===== src/string_to_integer_any_base_defines.svh =====
// Assertion macros shared by the string-to-integer parser RTL.
// Expects clk_i and rst_ni in the scope of each use.
`ifndef STRING_TO_INTEGER_ANY_BASE_DEFINES_SVH
`define STRING_TO_INTEGER_ANY_BASE_DEFINES_SVH

// Check a property on every clock, quiet while in reset.
`define S2I_ASSERT(label, prop, msg) \
  label: assert property (@(posedge clk_i) disable iff (!rst_ni) (prop)) else $error(msg);

// Check that an antecedent implies a consequent in the same cycle.
`define S2I_ASSERT_IMPL(label, ante, cons, msg) \
  label: assert property (@(posedge clk_i) disable iff (!rst_ni) (ante) |-> (cons)) \
    else $error(msg);

// Check that an antecedent implies a consequent in the next cycle.
`define S2I_ASSERT_NEXT(label, ante, cons, msg) \
  label: assert property (@(posedge clk_i) disable iff (!rst_ni) (ante) |=> (cons)) \
    else $error(msg);

`endif


===== src/s2i_pkg.sv =====
// Types, character codes and helpers for the string-to-integer parser.
// No dependencies; imported by every module of the block.
package s2i_pkg;

  localparam int unsigned CfgIdxW  = 2;
  localparam int unsigned CfgDataW = 64;
  localparam int unsigned AlphaSym = 16;
  localparam int unsigned LenW     = 5;

  localparam logic [CfgIdxW-1:0] CFG_ALPHA_LO = 2'd0;
  localparam logic [CfgIdxW-1:0] CFG_ALPHA_HI = 2'd1;
  localparam logic [CfgIdxW-1:0] CFG_BASE_LEN = 2'd2;

  localparam logic [7:0] CH_NUL   = 8'h00;
  localparam logic [7:0] CH_TAB   = 8'h09;
  localparam logic [7:0] CH_LF    = 8'h0A;
  localparam logic [7:0] CH_VT    = 8'h0B;
  localparam logic [7:0] CH_FF    = 8'h0C;
  localparam logic [7:0] CH_CR    = 8'h0D;
  localparam logic [7:0] CH_SPACE = 8'h20;
  localparam logic [7:0] CH_PLUS  = 8'h2B;
  localparam logic [7:0] CH_MINUS = 8'h2D;

  typedef enum logic [3:0] {
    PH_SPACE  = 4'b0001,
    PH_SIGN   = 4'b0010,
    PH_DIGIT  = 4'b0100,
    PH_FROZEN = 4'b1000
  } phase_e;

  typedef struct packed {
    logic [7:0] char_code;
    logic       last;
  } in_t;

  typedef struct packed {
    logic signed [31:0] value;
    logic               base_invalid;
  } out_t;

  typedef struct packed {
    logic [AlphaSym-1:0][7:0] symbols;
    logic [LenW-1:0]          base_length;
    logic                     base_valid;
  } alpha_t;

  function automatic logic is_space(logic [7:0] c);
    return (c == CH_SPACE) || (c == CH_TAB) || (c == CH_LF) ||
           (c == CH_VT) || (c == CH_FF) || (c == CH_CR);
  endfunction

endpackage


===== src/s2i_cfg.sv =====
// Alphabet and radix registers with alphabet validation.
// Depends on s2i_pkg.
module s2i_cfg #(
  parameter int unsigned MAX_SYMBOLS = 16
) (
  input  logic                            clk_i,
  input  logic                            rst_ni,
  input  logic                            cfg_valid_i,
  output logic                            cfg_ready_o,
  input  logic [s2i_pkg::CfgIdxW-1:0]     cfg_index_i,
  input  logic [s2i_pkg::CfgDataW-1:0]    cfg_data_i,
  output s2i_pkg::alpha_t                 alpha_o
);
  import s2i_pkg::*;

  localparam logic [LenW-1:0] MaxLen = LenW'(MAX_SYMBOLS);

  logic [CfgDataW-1:0]      alpha_lo_q;
  logic [CfgDataW-1:0]      alpha_hi_q;
  logic [LenW-1:0]          base_len_q;
  logic [AlphaSym-1:0][7:0] sym;
  logic                     bad;

  assign cfg_ready_o = 1'b1;

  always_ff @(posedge clk_i or negedge rst_ni) begin
    if (!rst_ni) begin
      alpha_lo_q <= '0;
      alpha_hi_q <= '0;
      base_len_q <= '0;
    end else if (cfg_valid_i) begin
      case (cfg_index_i)
        CFG_ALPHA_LO: alpha_lo_q <= cfg_data_i;
        CFG_ALPHA_HI: alpha_hi_q <= cfg_data_i;
        CFG_BASE_LEN: base_len_q <= cfg_data_i[LenW-1:0];
        default: ;
      endcase
    end
  end

  assign sym = {alpha_hi_q, alpha_lo_q};

  always_comb begin
    bad = (base_len_q < LenW'(2)) || (base_len_q > MaxLen);
    for (int i = 0; i < MAX_SYMBOLS; i++) begin
      if (LenW'(i) < base_len_q) begin
        if ((sym[i] == CH_NUL) || (sym[i] == CH_PLUS) || (sym[i] == CH_MINUS) ||
            is_space(sym[i])) begin
          bad = 1'b1;
        end
        for (int j = i + 1; j < MAX_SYMBOLS; j++) begin
          if ((LenW'(j) < base_len_q) && (sym[j] == sym[i])) begin
            bad = 1'b1;
          end
        end
      end
    end
  end

  assign alpha_o.symbols     = sym;
  assign alpha_o.base_length = base_len_q;
  assign alpha_o.base_valid  = !bad;

endmodule


===== src/s2i_parse.sv =====
// Per-character parse state: whitespace skip, sign run, digit accumulation.
// Depends on s2i_pkg and the assertion macro header.
module s2i_parse #(
  parameter int unsigned MAX_SYMBOLS = 16
) (
  input  logic            clk_i,
  input  logic            rst_ni,
  input  logic            step_en_i,
  input  s2i_pkg::in_t    item_i,
  input  s2i_pkg::alpha_t alpha_i,
  output s2i_pkg::out_t   res_o
);
  import s2i_pkg::*;
  `include "string_to_integer_any_base_defines.svh"

  localparam int unsigned SymW   = (MAX_SYMBOLS > 1) ? $clog2(MAX_SYMBOLS) : 1;
  localparam logic [LenW-1:0] MaxLen = LenW'(MAX_SYMBOLS);

  phase_e      phase_q, phase_d;
  logic        neg_q, neg_d;
  logic [31:0] acc_q, acc_d;

  logic [LenW-1:0] n_used;
  logic            hit_any;
  logic [SymW-1:0] digit;
  logic [7:0]      c;

  assign c      = item_i.char_code;
  assign n_used = (alpha_i.base_length > MaxLen) ? MaxLen : alpha_i.base_length;

  always_comb begin
    hit_any = 1'b0;
    digit   = '0;
    for (int k = MAX_SYMBOLS - 1; k >= 0; k--) begin
      if ((LenW'(k) < n_used) && (alpha_i.symbols[k] == c) && (c != CH_NUL)) begin
        hit_any = 1'b1;
        digit   = SymW'(k);
      end
    end
  end

  always_comb begin
    phase_d = phase_q;
    neg_d   = neg_q;
    acc_d   = acc_q;
    if ((phase_d == PH_SPACE) && !is_space(c)) begin
      phase_d = PH_SIGN;
    end
    if (phase_d == PH_SIGN) begin
      if (c == CH_MINUS) begin
        neg_d = ~neg_d;
      end else if (c != CH_PLUS) begin
        phase_d = PH_DIGIT;
      end
    end
    if (phase_d == PH_DIGIT) begin
      if (!hit_any) begin
        phase_d = PH_FROZEN;
      end else begin
        acc_d = acc_q * 32'(alpha_i.base_length) + 32'(digit);
      end
    end
  end

  always_ff @(posedge clk_i or negedge rst_ni) begin
    if (!rst_ni) begin
      phase_q <= PH_SPACE;
      neg_q   <= 1'b0;
      acc_q   <= '0;
    end else if (step_en_i) begin
      if (item_i.last) begin
        phase_q <= PH_SPACE;
        neg_q   <= 1'b0;
        acc_q   <= '0;
      end else begin
        phase_q <= phase_d;
        neg_q   <= neg_d;
        acc_q   <= acc_d;
      end
    end
  end

  assign res_o.value        = !alpha_i.base_valid ? 32'sd0 :
                              neg_d ? $signed(~acc_d + 32'd1) : $signed(acc_d);
  assign res_o.base_invalid = !alpha_i.base_valid;

  `S2I_ASSERT_NEXT(a_last_clears, step_en_i && item_i.last,
    (phase_q == PH_SPACE) && !neg_q && (acc_q == 32'd0), "state not cleared after last")
  `S2I_ASSERT_NEXT(a_frozen_holds, step_en_i && !item_i.last && (phase_q == PH_FROZEN),
    (phase_q == PH_FROZEN) && $stable(acc_q), "frozen parse moved")
  `S2I_ASSERT_NEXT(a_idle_holds, !step_en_i,
    $stable(phase_q) && $stable(neg_q) && $stable(acc_q), "state changed without a beat")

endmodule


===== src/string_to_integer_any_base.sv =====
// Top level of the string-to-integer parser with a configurable alphabet.
// Depends on s2i_pkg, s2i_cfg, s2i_parse and the assertion macro header.
//
// Usage:
//   Input channel (in_valid_i / in_stall_o / in_data_i) carries one character
//   per beat with a last flag. Output channel (out_valid_o / out_stall_i /
//   out_data_o) carries one result per string: signed value and base_invalid.
//   A beat moves when valid is high and stall is low.
//   Configuration writes (cfg_valid_i / cfg_ready_o, index 0 alphabet_low,
//   1 alphabet_high, 2 base_length) are always ready; write them only while
//   no string is in flight.
//   Throughput: one character per cycle unless a held last character stalls
//   the input; match and multiply-add are combinational between the input
//   register and the result register. The result of a last character is
//   registered in the result register, which drives out_valid_o.
//   Stall: while a result waits under out_stall_i, characters without last
//   keep flowing; a held last character stalls the input until the result
//   slot frees.
//   Reset: clears the alphabet, the radix, the parse state and both valids.
module string_to_integer_any_base #(
  parameter int unsigned MAX_SYMBOLS = 16
) (
  input  logic                         clk_i,
  input  logic                         rst_ni,
  input  logic                         in_valid_i,
  output logic                         in_stall_o,
  input  s2i_pkg::in_t                 in_data_i,
  output logic                         out_valid_o,
  input  logic                         out_stall_i,
  output s2i_pkg::out_t                out_data_o,
  input  logic                         cfg_valid_i,
  output logic                         cfg_ready_o,
  input  logic [s2i_pkg::CfgIdxW-1:0]  cfg_index_i,
  input  logic [s2i_pkg::CfgDataW-1:0] cfg_data_i
);
  import s2i_pkg::*;
  `include "string_to_integer_any_base_defines.svh"

  in_t    in_q;
  logic   in_vld_q, in_vld_d;
  out_t   out_q;
  logic   out_vld_q, out_vld_d;
  out_t   res;
  alpha_t alpha;
  logic   advance;
  logic   in_take;

  s2i_cfg #(
    .MAX_SYMBOLS(MAX_SYMBOLS)
  ) u_cfg (
    .clk_i      (clk_i),
    .rst_ni     (rst_ni),
    .cfg_valid_i(cfg_valid_i),
    .cfg_ready_o(cfg_ready_o),
    .cfg_index_i(cfg_index_i),
    .cfg_data_i (cfg_data_i),
    .alpha_o    (alpha)
  );

  s2i_parse #(
    .MAX_SYMBOLS(MAX_SYMBOLS)
  ) u_parse (
    .clk_i    (clk_i),
    .rst_ni   (rst_ni),
    .step_en_i(advance),
    .item_i   (in_q),
    .alpha_i  (alpha),
    .res_o    (res)
  );

  assign advance    = in_vld_q && (!in_q.last || !out_vld_q || !out_stall_i);
  assign in_stall_o = in_vld_q && !advance;
  assign in_take    = in_valid_i && !in_stall_o;

  always_comb begin
    in_vld_d = in_vld_q;
    if (in_take) begin
      in_vld_d = 1'b1;
    end else if (advance) begin
      in_vld_d = 1'b0;
    end
    out_vld_d = out_vld_q;
    if (advance && in_q.last) begin
      out_vld_d = 1'b1;
    end else if (!out_stall_i) begin
      out_vld_d = 1'b0;
    end
  end

  always_ff @(posedge clk_i or negedge rst_ni) begin
    if (!rst_ni) begin
      in_vld_q  <= 1'b0;
      out_vld_q <= 1'b0;
    end else begin
      in_vld_q  <= in_vld_d;
      out_vld_q <= out_vld_d;
    end
  end

  always_ff @(posedge clk_i) begin
    if (in_take) begin
      in_q <= in_data_i;
    end
    if (advance && in_q.last) begin
      out_q <= res;
    end
  end

  assign out_valid_o = out_vld_q;
  assign out_data_o  = out_q;

  `S2I_ASSERT_IMPL(a_invalid_zero, out_vld_q && out_q.base_invalid,
    out_q.value == 32'sd0, "invalid alphabet result with nonzero value")
  `S2I_ASSERT_NEXT(a_take_held, in_take, in_vld_q, "accepted beat not held")
  `S2I_ASSERT_NEXT(a_last_result, advance && in_q.last, out_vld_q,
    "last character gave no result")
  `S2I_ASSERT(a_stall_only_last, !in_stall_o || (in_vld_q && in_q.last && out_vld_q),
    "input stalled without a held last character")

endmodule


===== config.mk =====
export PLATFORM = sky130hd
export DESIGN_NAME = string_to_integer_any_base
export DESIGN_NICKNAME = d
export VERILOG_FILES = /design/src/s2i_pkg.sv /design/src/s2i_cfg.sv /design/src/s2i_parse.sv /design/src/string_to_integer_any_base.sv
export VERILOG_INCLUDE_DIRS = /design/src /design/src/src
export SDC_FILE = /design/constraint.sdc
export NUM_CORES = 2
export LEC_CHECK = 0
export ABC_CLOCK_PERIOD_IN_PS = 13200
export BUFFER_PORTS_ARGS = -buffer_cell sky130_fd_sc_hd__clkbuf_2
export CORE_AREA = 2 2 273 275
export CTS_CLUSTER_SIZE = 24
export DETAILED_ROUTE_END_ITERATION = 12
export DIE_AREA = 0 0 275 277
export GPL_TIMING_DRIVEN = 0
export PLACE_DENSITY_LB_ADDON = 0.12
export REMOVE_ABC_BUFFERS = 1
export SYNTH_ARGS = -nofsm -noshare
export SYNTH_HDL_FRONTEND = slang
export SYNTH_SLANG_ARGS = --single-unit

===== constraint.sdc =====
create_clock -name clk_i -period 13.2 [get_ports clk_i]
set_input_delay 1.98 -clock clk_i [delete_from_list [all_inputs] [get_ports clk_i]]
set_output_delay 1.98 -clock clk_i [all_outputs]
set_load 0.1 [all_outputs]

# After elaboration in Yosys (flattened, before gate mapping)
# Cells that the tools add are included.
# W data, S select, Z words.
dict set report classes {
  reduce_logical 321
  n_lt_le_gt_ge 34
  mux 203
  shifts 0
  n_div 0
  eq_ne 278
  addsub 2
  n_mul 1
  bitwise 2
}
# operator n
set ops {}
lappend ops {{$eq A8 B8 Y1} 136}
lappend ops {{$eq A8 B4 Y1 const B} 85}
lappend ops {{$eq A8 B6 Y1 const B} 50}
lappend ops {{$mux W1} 175}
lappend ops {{$logic_and A1 B1 Y1} 157}
lappend ops {{$logic_or A1 B1 Y1} 136}
lappend ops {{$logic_not A8 Y1} 16}
lappend ops {{$mux W32} 4}
lappend ops {{$mux W4} 23}
lappend ops {{$lt A4 B5 Y1 const A} 16}
lappend ops {{$lt A3 B5 Y1 const A} 8}
lappend ops {{$add A32 B1 Y32 const B} 1}
lappend ops {{$add A32 B4 Y32} 1}
lappend ops {{$mul A32 B5 Y32} 1}
lappend ops {{$not A32 Y32} 1}
lappend ops {{$lt A1 B5 Y1 const A} 4}
lappend ops {{$lt A2 B5 Y1 const A} 4}
lappend ops {{$ne A8 B6 Y1 const B} 1}
lappend ops {{$reduce_bool A8 Y1} 1}
lappend ops {{$logic_not A1 Y1} 6}
lappend ops {{$reduce_and A2 Y1} 3}
lappend ops {{$gt A5 B5 Y1 const B} 1}
lappend ops {{$lt A5 B2 Y1 const B} 1}
lappend ops {{$mux W5} 1}
lappend ops {{9 further kinds} 9}
dict set report word_totals {
  in_bits 80
  ram_bits 0
  mem_bits_ro 0
  latchBits 0
  elab_cells 853
  reg_bits 214
  out_inout_bits 36
  mem_count 0
}

# Longest topological paths before layout
dict set report depth {
  word_depth 159
  ltp_mapped 29
  depth_no_buf 27
}

# Hierarchy
# Synthesis repeated with hierarchy kept, for this count alone.
dict set report unflattened {
  cells_unflattened 3352
  hier_area_um2 29427.0
}
# mod cells_each area_each_um2 n_inst seq_area_each_um2
set modules_own_cells {}
lappend modules_own_cells {s2i_cfg 2055 18064.8 1 3328.2}
lappend modules_own_cells {s2i_parse 1243 10002.1 1 927.1}
lappend modules_own_cells {string_to_integer_any_base 54 1360.1 1 1311.3}

# Least setup slack after synthesis
# No wires, ideal clock.
dict set report synth_path {
  path_kind {register to register}
  from {register u_cfg.base_len_q[4]}
  to {register out_q, in the netlist out_data_o[31] (data pin)}
  setup_slack_ns 6.527
  t_required_ns 12.940
  path_buffers 7
  stages_incl_launch_ff 25
  t_arrival_ns 6.413
  period_less_slack_ns 6.673
  setup_ns 0.260
  path_cell_list {dfrtp_1 buf_2 buf_1 clkbuf_1 clkbuf_1 clkbuf_1 clkbuf_1 nand2_1 fa_1 fa_1 inv_1 fa_1 ha_1 clkbuf_1 a2111oi_0 o21ai_1 a41oi_1 mux2i_1 a211oi_2 nor3b_1 mux2i_1 a2111oi_4 and3_1 a31oi_1 mux2_2}
}
dict set report synth_between {
  elab_chain_len 154
  word_cells_on_any_way 379
  cone_classes {add/sub: 2; mul: 1; order compare: 34; mux: 188; bitwise: 1; reduce/logical: 153}
}
# item line
set synth_lines {}
lappend synth_lines {{from (decl)} s2i_cfg.sv:20} ;# logic [LenW-1:0] base_len_q;
lappend synth_lines {{from (signal assigned)} s2i_cfg.sv:35} ;# CFG_BASE_LEN: base_len_q <= cfg_data_i[LenW-1:0];
lappend synth_lines {{$lt A5 B2 Y1 / $gt A5 B5 Y1 (equally long branches)} {s2i_cfg.sv:44, s2i_parse.sv:29}}
lappend synth_lines {{$logic_or A1 B1 Y1} s2i_cfg.sv:44} ;# bad = (base_len_q < LenW'(2)) || (base_len_q > MaxLen);
lappend synth_lines {{$mux W1} s2i_cfg.sv:47} ;# if ((sym[i] == CH_NUL) || (sym[i] == CH_PLUS) || (sym[i] == CH_MINUS) ||
lappend synth_lines {{$mux W1 (15 in a row)} s2i_cfg.sv:52} ;# if ((LenW'(j) < base_len_q) && (sym[j] == sym[i])) begin
lappend synth_lines {{$mux W1} s2i_cfg.sv:46} ;# if (LenW'(i) < base_len_q) begin
lappend synth_lines {{$mux W1} s2i_cfg.sv:47}
lappend synth_lines {{$mux W1 (14 in a row)} s2i_cfg.sv:52}
lappend synth_lines {{$mux W1} s2i_cfg.sv:46}
lappend synth_lines {{[... 110 more ...]} --}
lappend synth_lines {{$mux W1} s2i_cfg.sv:47}
lappend synth_lines {{$mux W1 (2 in a row)} s2i_cfg.sv:52}
lappend synth_lines {{$mux W1} s2i_cfg.sv:46}
lappend synth_lines {{$mux W1} s2i_cfg.sv:47}
lappend synth_lines {{$mux W1} s2i_cfg.sv:52}
lappend synth_lines {{$mux W1} s2i_cfg.sv:46}
lappend synth_lines {{$mux W1} s2i_cfg.sv:47}
lappend synth_lines {{$mux W1} s2i_cfg.sv:46}
lappend synth_lines {{to (signal assigned)} string_to_integer_any_base.sv:105} ;# out_q <= res;
lappend synth_lines {{to (decl)} string_to_integer_any_base.sv:41} ;# out_t out_q;
# Several ways; a longest one is shown, not always the timed one.
# A chain may end at the register's enable or synchronous reset.

# Final worst setup path
# Same ends and word-level chain as after synthesis.

==> out/metrics.cfg <==
[placed_design]
place_inst=4137
gp_congestion=0.913
place_ws_ps=4230
dp_hpwl_um=73900
io_buffers=114

[floorplanning]
num_rows=100
boundaryPins=116
core_region_area_mm2=0.0736
dieHeight_um=277
start_util_pct=39.6
die_w_um=275
die_area_mm2=0.0762

[logic_synthesis]
ys_ff_latch=214
synth_area_leaders=xnor2_1 (21%), dfrtp_1 (15%), xor2_1 (14%)
ys_seq_area_share_pct=19.1
netlist_area_mm2=0.0291
synth_cell_types=83
async_flop_share_pct=80.4
syn_inst=3393
synth_top_area_share_pct=20.7
synthFlopType=dfrtp_1
yosys_warnings=0
synth_edf_count=42
synth_area_per_cell_um2=8.58
synth_top_area_cell=xnor2_1

[grt]
grt_start_max_net_pins=90
grt-busiest-layer=met2
first_global_vias=26400
antenna_found_initial=1
overflow=0
grtUsageMet2_pct=48.7
grt_util_all_layers_pct=29.8
grt_util_met1_pct=36.8
use_met3_pct=5.80
grt_pass1_wl_um=172000

[run_status]
failed_checks=max-capacitance violations, max-slew violations
status=finished with violations

[clock_tree]
clk_pin_slew_ps=60
cts_tree=yes
post_cts_resized=0
post-cts-setup-buffer-count=0
holdBufCountCts=0
cts_buffer_depth=3
htreeDepth=1
clock_sinks=214
cts_root_buffer=clkbuf_16
cts_made_buffers=28
clkLatencyLatePin_ps=620

[timing]
worst_slew_pin_slew_ps=1510
hold_viol=0
setup_slack_ps=4130
setup_tns_ps=0
setup_violations=0
timing.slew.headroom_pct=-0.547
maxSlewViolCount=21
period_share_pct=68.7
skew_ps=17.6
fmax_mhz=110
finalCriticalPeriod_ps=9070
rsz0062_at_grt=no

[final_layout]
regArea_mm2=0.00558
num-fill-cells=7298
fin_nets=3427
stdcell_count=4189
synthToLayoutAreaGrowth_pct=5.74
layout-drive-gt1-share_pct=11.2
multi_input_area_mm2=0.0217

[routing]
routed_wl_um=115000
drc_errors=0
ant_nets=0
firstDrtPassIters=6
viasPerCell=6.14
drt_iter0_markers=2278
vias=25700
wl_per_cell_um=27.4

[setup_path]
crit_arrival_ps=9440
cp_max_fo=27
path_class=flip-flop to flip-flop
critPathCaptureType=flip-flop
start_kind=flip-flop
cp.required_ps=13570

[power]
p_per_area_mw_per_mm2=135
max-vdd-ir-drop_v=0.0000980
power.total_uw=4150
p_leak_uw=0.0114

[run]
maxCapViolations=1

[worst_hold_path]
worstHoldPathType=flip-flop to flip-flop

## registers in the layout (all words and copies together), names as in the netlist
register and flops:
out_data_o 33, in_vld_q 1, u_parse.phase_q 4, u_cfg.base_len_q 5, out_valid_o 1, in_q 9, u_cfg.alpha_hi_q 64, u_parse.acc_q 32
u_cfg.alpha_lo_q 64, u_parse.neg_q 1
## cell usage in the layout, fill, tap and decap left out, types with 7 or more instances in the layout
cell       Yosys  routed
xnor2_1      689     688
xor2_1       468     468
nand4_1      162     162
dfrtp_1      171     159
nand2_1      151     150
nor4_1       149     149
mux2_2       136     136
inv_1        116     116
clkbuf_2       2     113
nor2_1       110     108
fa_1          86      86
nor3_1        85      85
and2_1        81      81
a21oi_1       67      65
o21ai_0       65      64
ha_1          63      63
nand3_1       52      52
edfxtp_1      42      42
a31oi_1       39      38
clkbuf_16      0      28
nand2b_1      27      27
a22o_1        26      26
a211oi_1      22      22
mux2i_1       22      22
or3_1         19      19
a21o_1        17      17
and3_1        13      13
or4_1         11      11
dfrtp_2        0      11
o41ai_1        9       9
a41oi_1        8       8
o31ai_1        7       7
nor3b_1        8       7
clkinv_2       0       7
## worst max-delay path: stages, from the launching register on
cell       delay [ps]
dfrtp_4           680
or2_1             540
a31oi_1          1140
or3_1             280
and4_1            290
a21oi_1            90
a211oi_1          440
fa_1              490
ha_1              280
inv_1              40
fa_1              520
inv_1              60
ha_1              270
a211oi_1          510
or3b_2            230
nand3_1           200
nor4_1            650
nand4b_1          260
nor3b_1           270
mux2i_1           250
a2111oi_4         620
and3_1            250
a31oi_1           100
mux2_2            310
## where the power goes
group	switching, uW	total, uW	internal, uW
registers	957	1700	747
clock network	331	789	457
logic	734	1660	924
total	2020	4150	2130
## per-layer routing
metal / routed length [um] / share of wire [%]
met5: 13 / 0.011
met4: 6830 / 5.9
met3: 9360 / 8.1
met2: 53600 / 47
met1: 45100 / 39
## worst paths after layout
kind                                      from  slack (ps)                   end  cells past startpoint
max                        u_cfg.base_len_q[4]        4130        out_data_o[31]                     23
min                          u_parse.acc_q[31]         520     u_parse.acc_q[31]                      2
max reg2reg                u_cfg.base_len_q[4]        4130        out_data_o[31]                     23
min reg2reg                  u_parse.acc_q[31]         520     u_parse.acc_q[31]                      2
max in group asynchronous               rst_ni       10900     u_parse.acc_q[11]                      2
min in group asynchronous               rst_ni        1360  u_cfg.alpha_lo_q[23]                      1
## Yosys cell counts (6+ instances only)
cell      instances
or3_1            19
o41ai_1           9
a311oi_1          6
o31ai_1           7
nor3b_1           8
mux2_2          136
clkbuf_1        148
edfxtp_1         42
nand3b_1          6
o21a_1            6
and2_1           81
nor3_1           85
mux2i_1          22
a21oi_1          67
nor2_1          110
a31oi_1          39
a211o_1           6
xor2_1          468
a22o_1           26
buf_2           102
nor4_1          149
a21o_1           17
buf_4             7
nand2_1         151
and3_1           13
o21ai_0          65
inv_1           116
buf_1           102
nand2b_1         27
o211ai_1          6
nand4b_1          6
a211oi_1         22
ha_1             63
nor2b_1           6
nand3_1          52
a41oi_1           8
xnor2_1         689
fa_1             86
dfrtp_1         171
or4_1            11
nand4_1         162
## cells by family (layout without fill, tap and decap cells)
logic type,Yosys count,count (layout),synth area share (%)
xor gates and xnor gates,1157,1157,34.8
and+or+nand+nor,908,908,17.0
buffers and inverters,478,304,6.72
AOI/OAI and AO/OA,328,328,7.70
DFF,214,214,19.1
muxes,158,158,6.01
adders and majority gates,149,149,8.62
other,1,2,0.0129
## layout make-up
cell class | count | area share [%]
Timing Repair Buffer | 137 | 3.16
Clock buffer | 38 | 2.56
Multi-Input combinational cell | 2701 | 70.3
Sequential cell | 214 | 18.1
Tap cell | 969 | 3.94
Inverter | 116 | 1.41
Clock inverter | 13 | 0.483
Antenna cell | 1 | 0.00812
## metrics by stage
stage,utilization [%],area (um2),hold slack (ps)
4_1_cts,41.8,30800,525
3_3_place_gp,39.9,29400,508
3_5_place_dp,40.6,29800,515
5_1_grt,41.9,30800,547
6_report,41.9,30800,520
2_1_floorplan,-,27600,472
No activity file was read; power rests on OpenSTA's default activity.
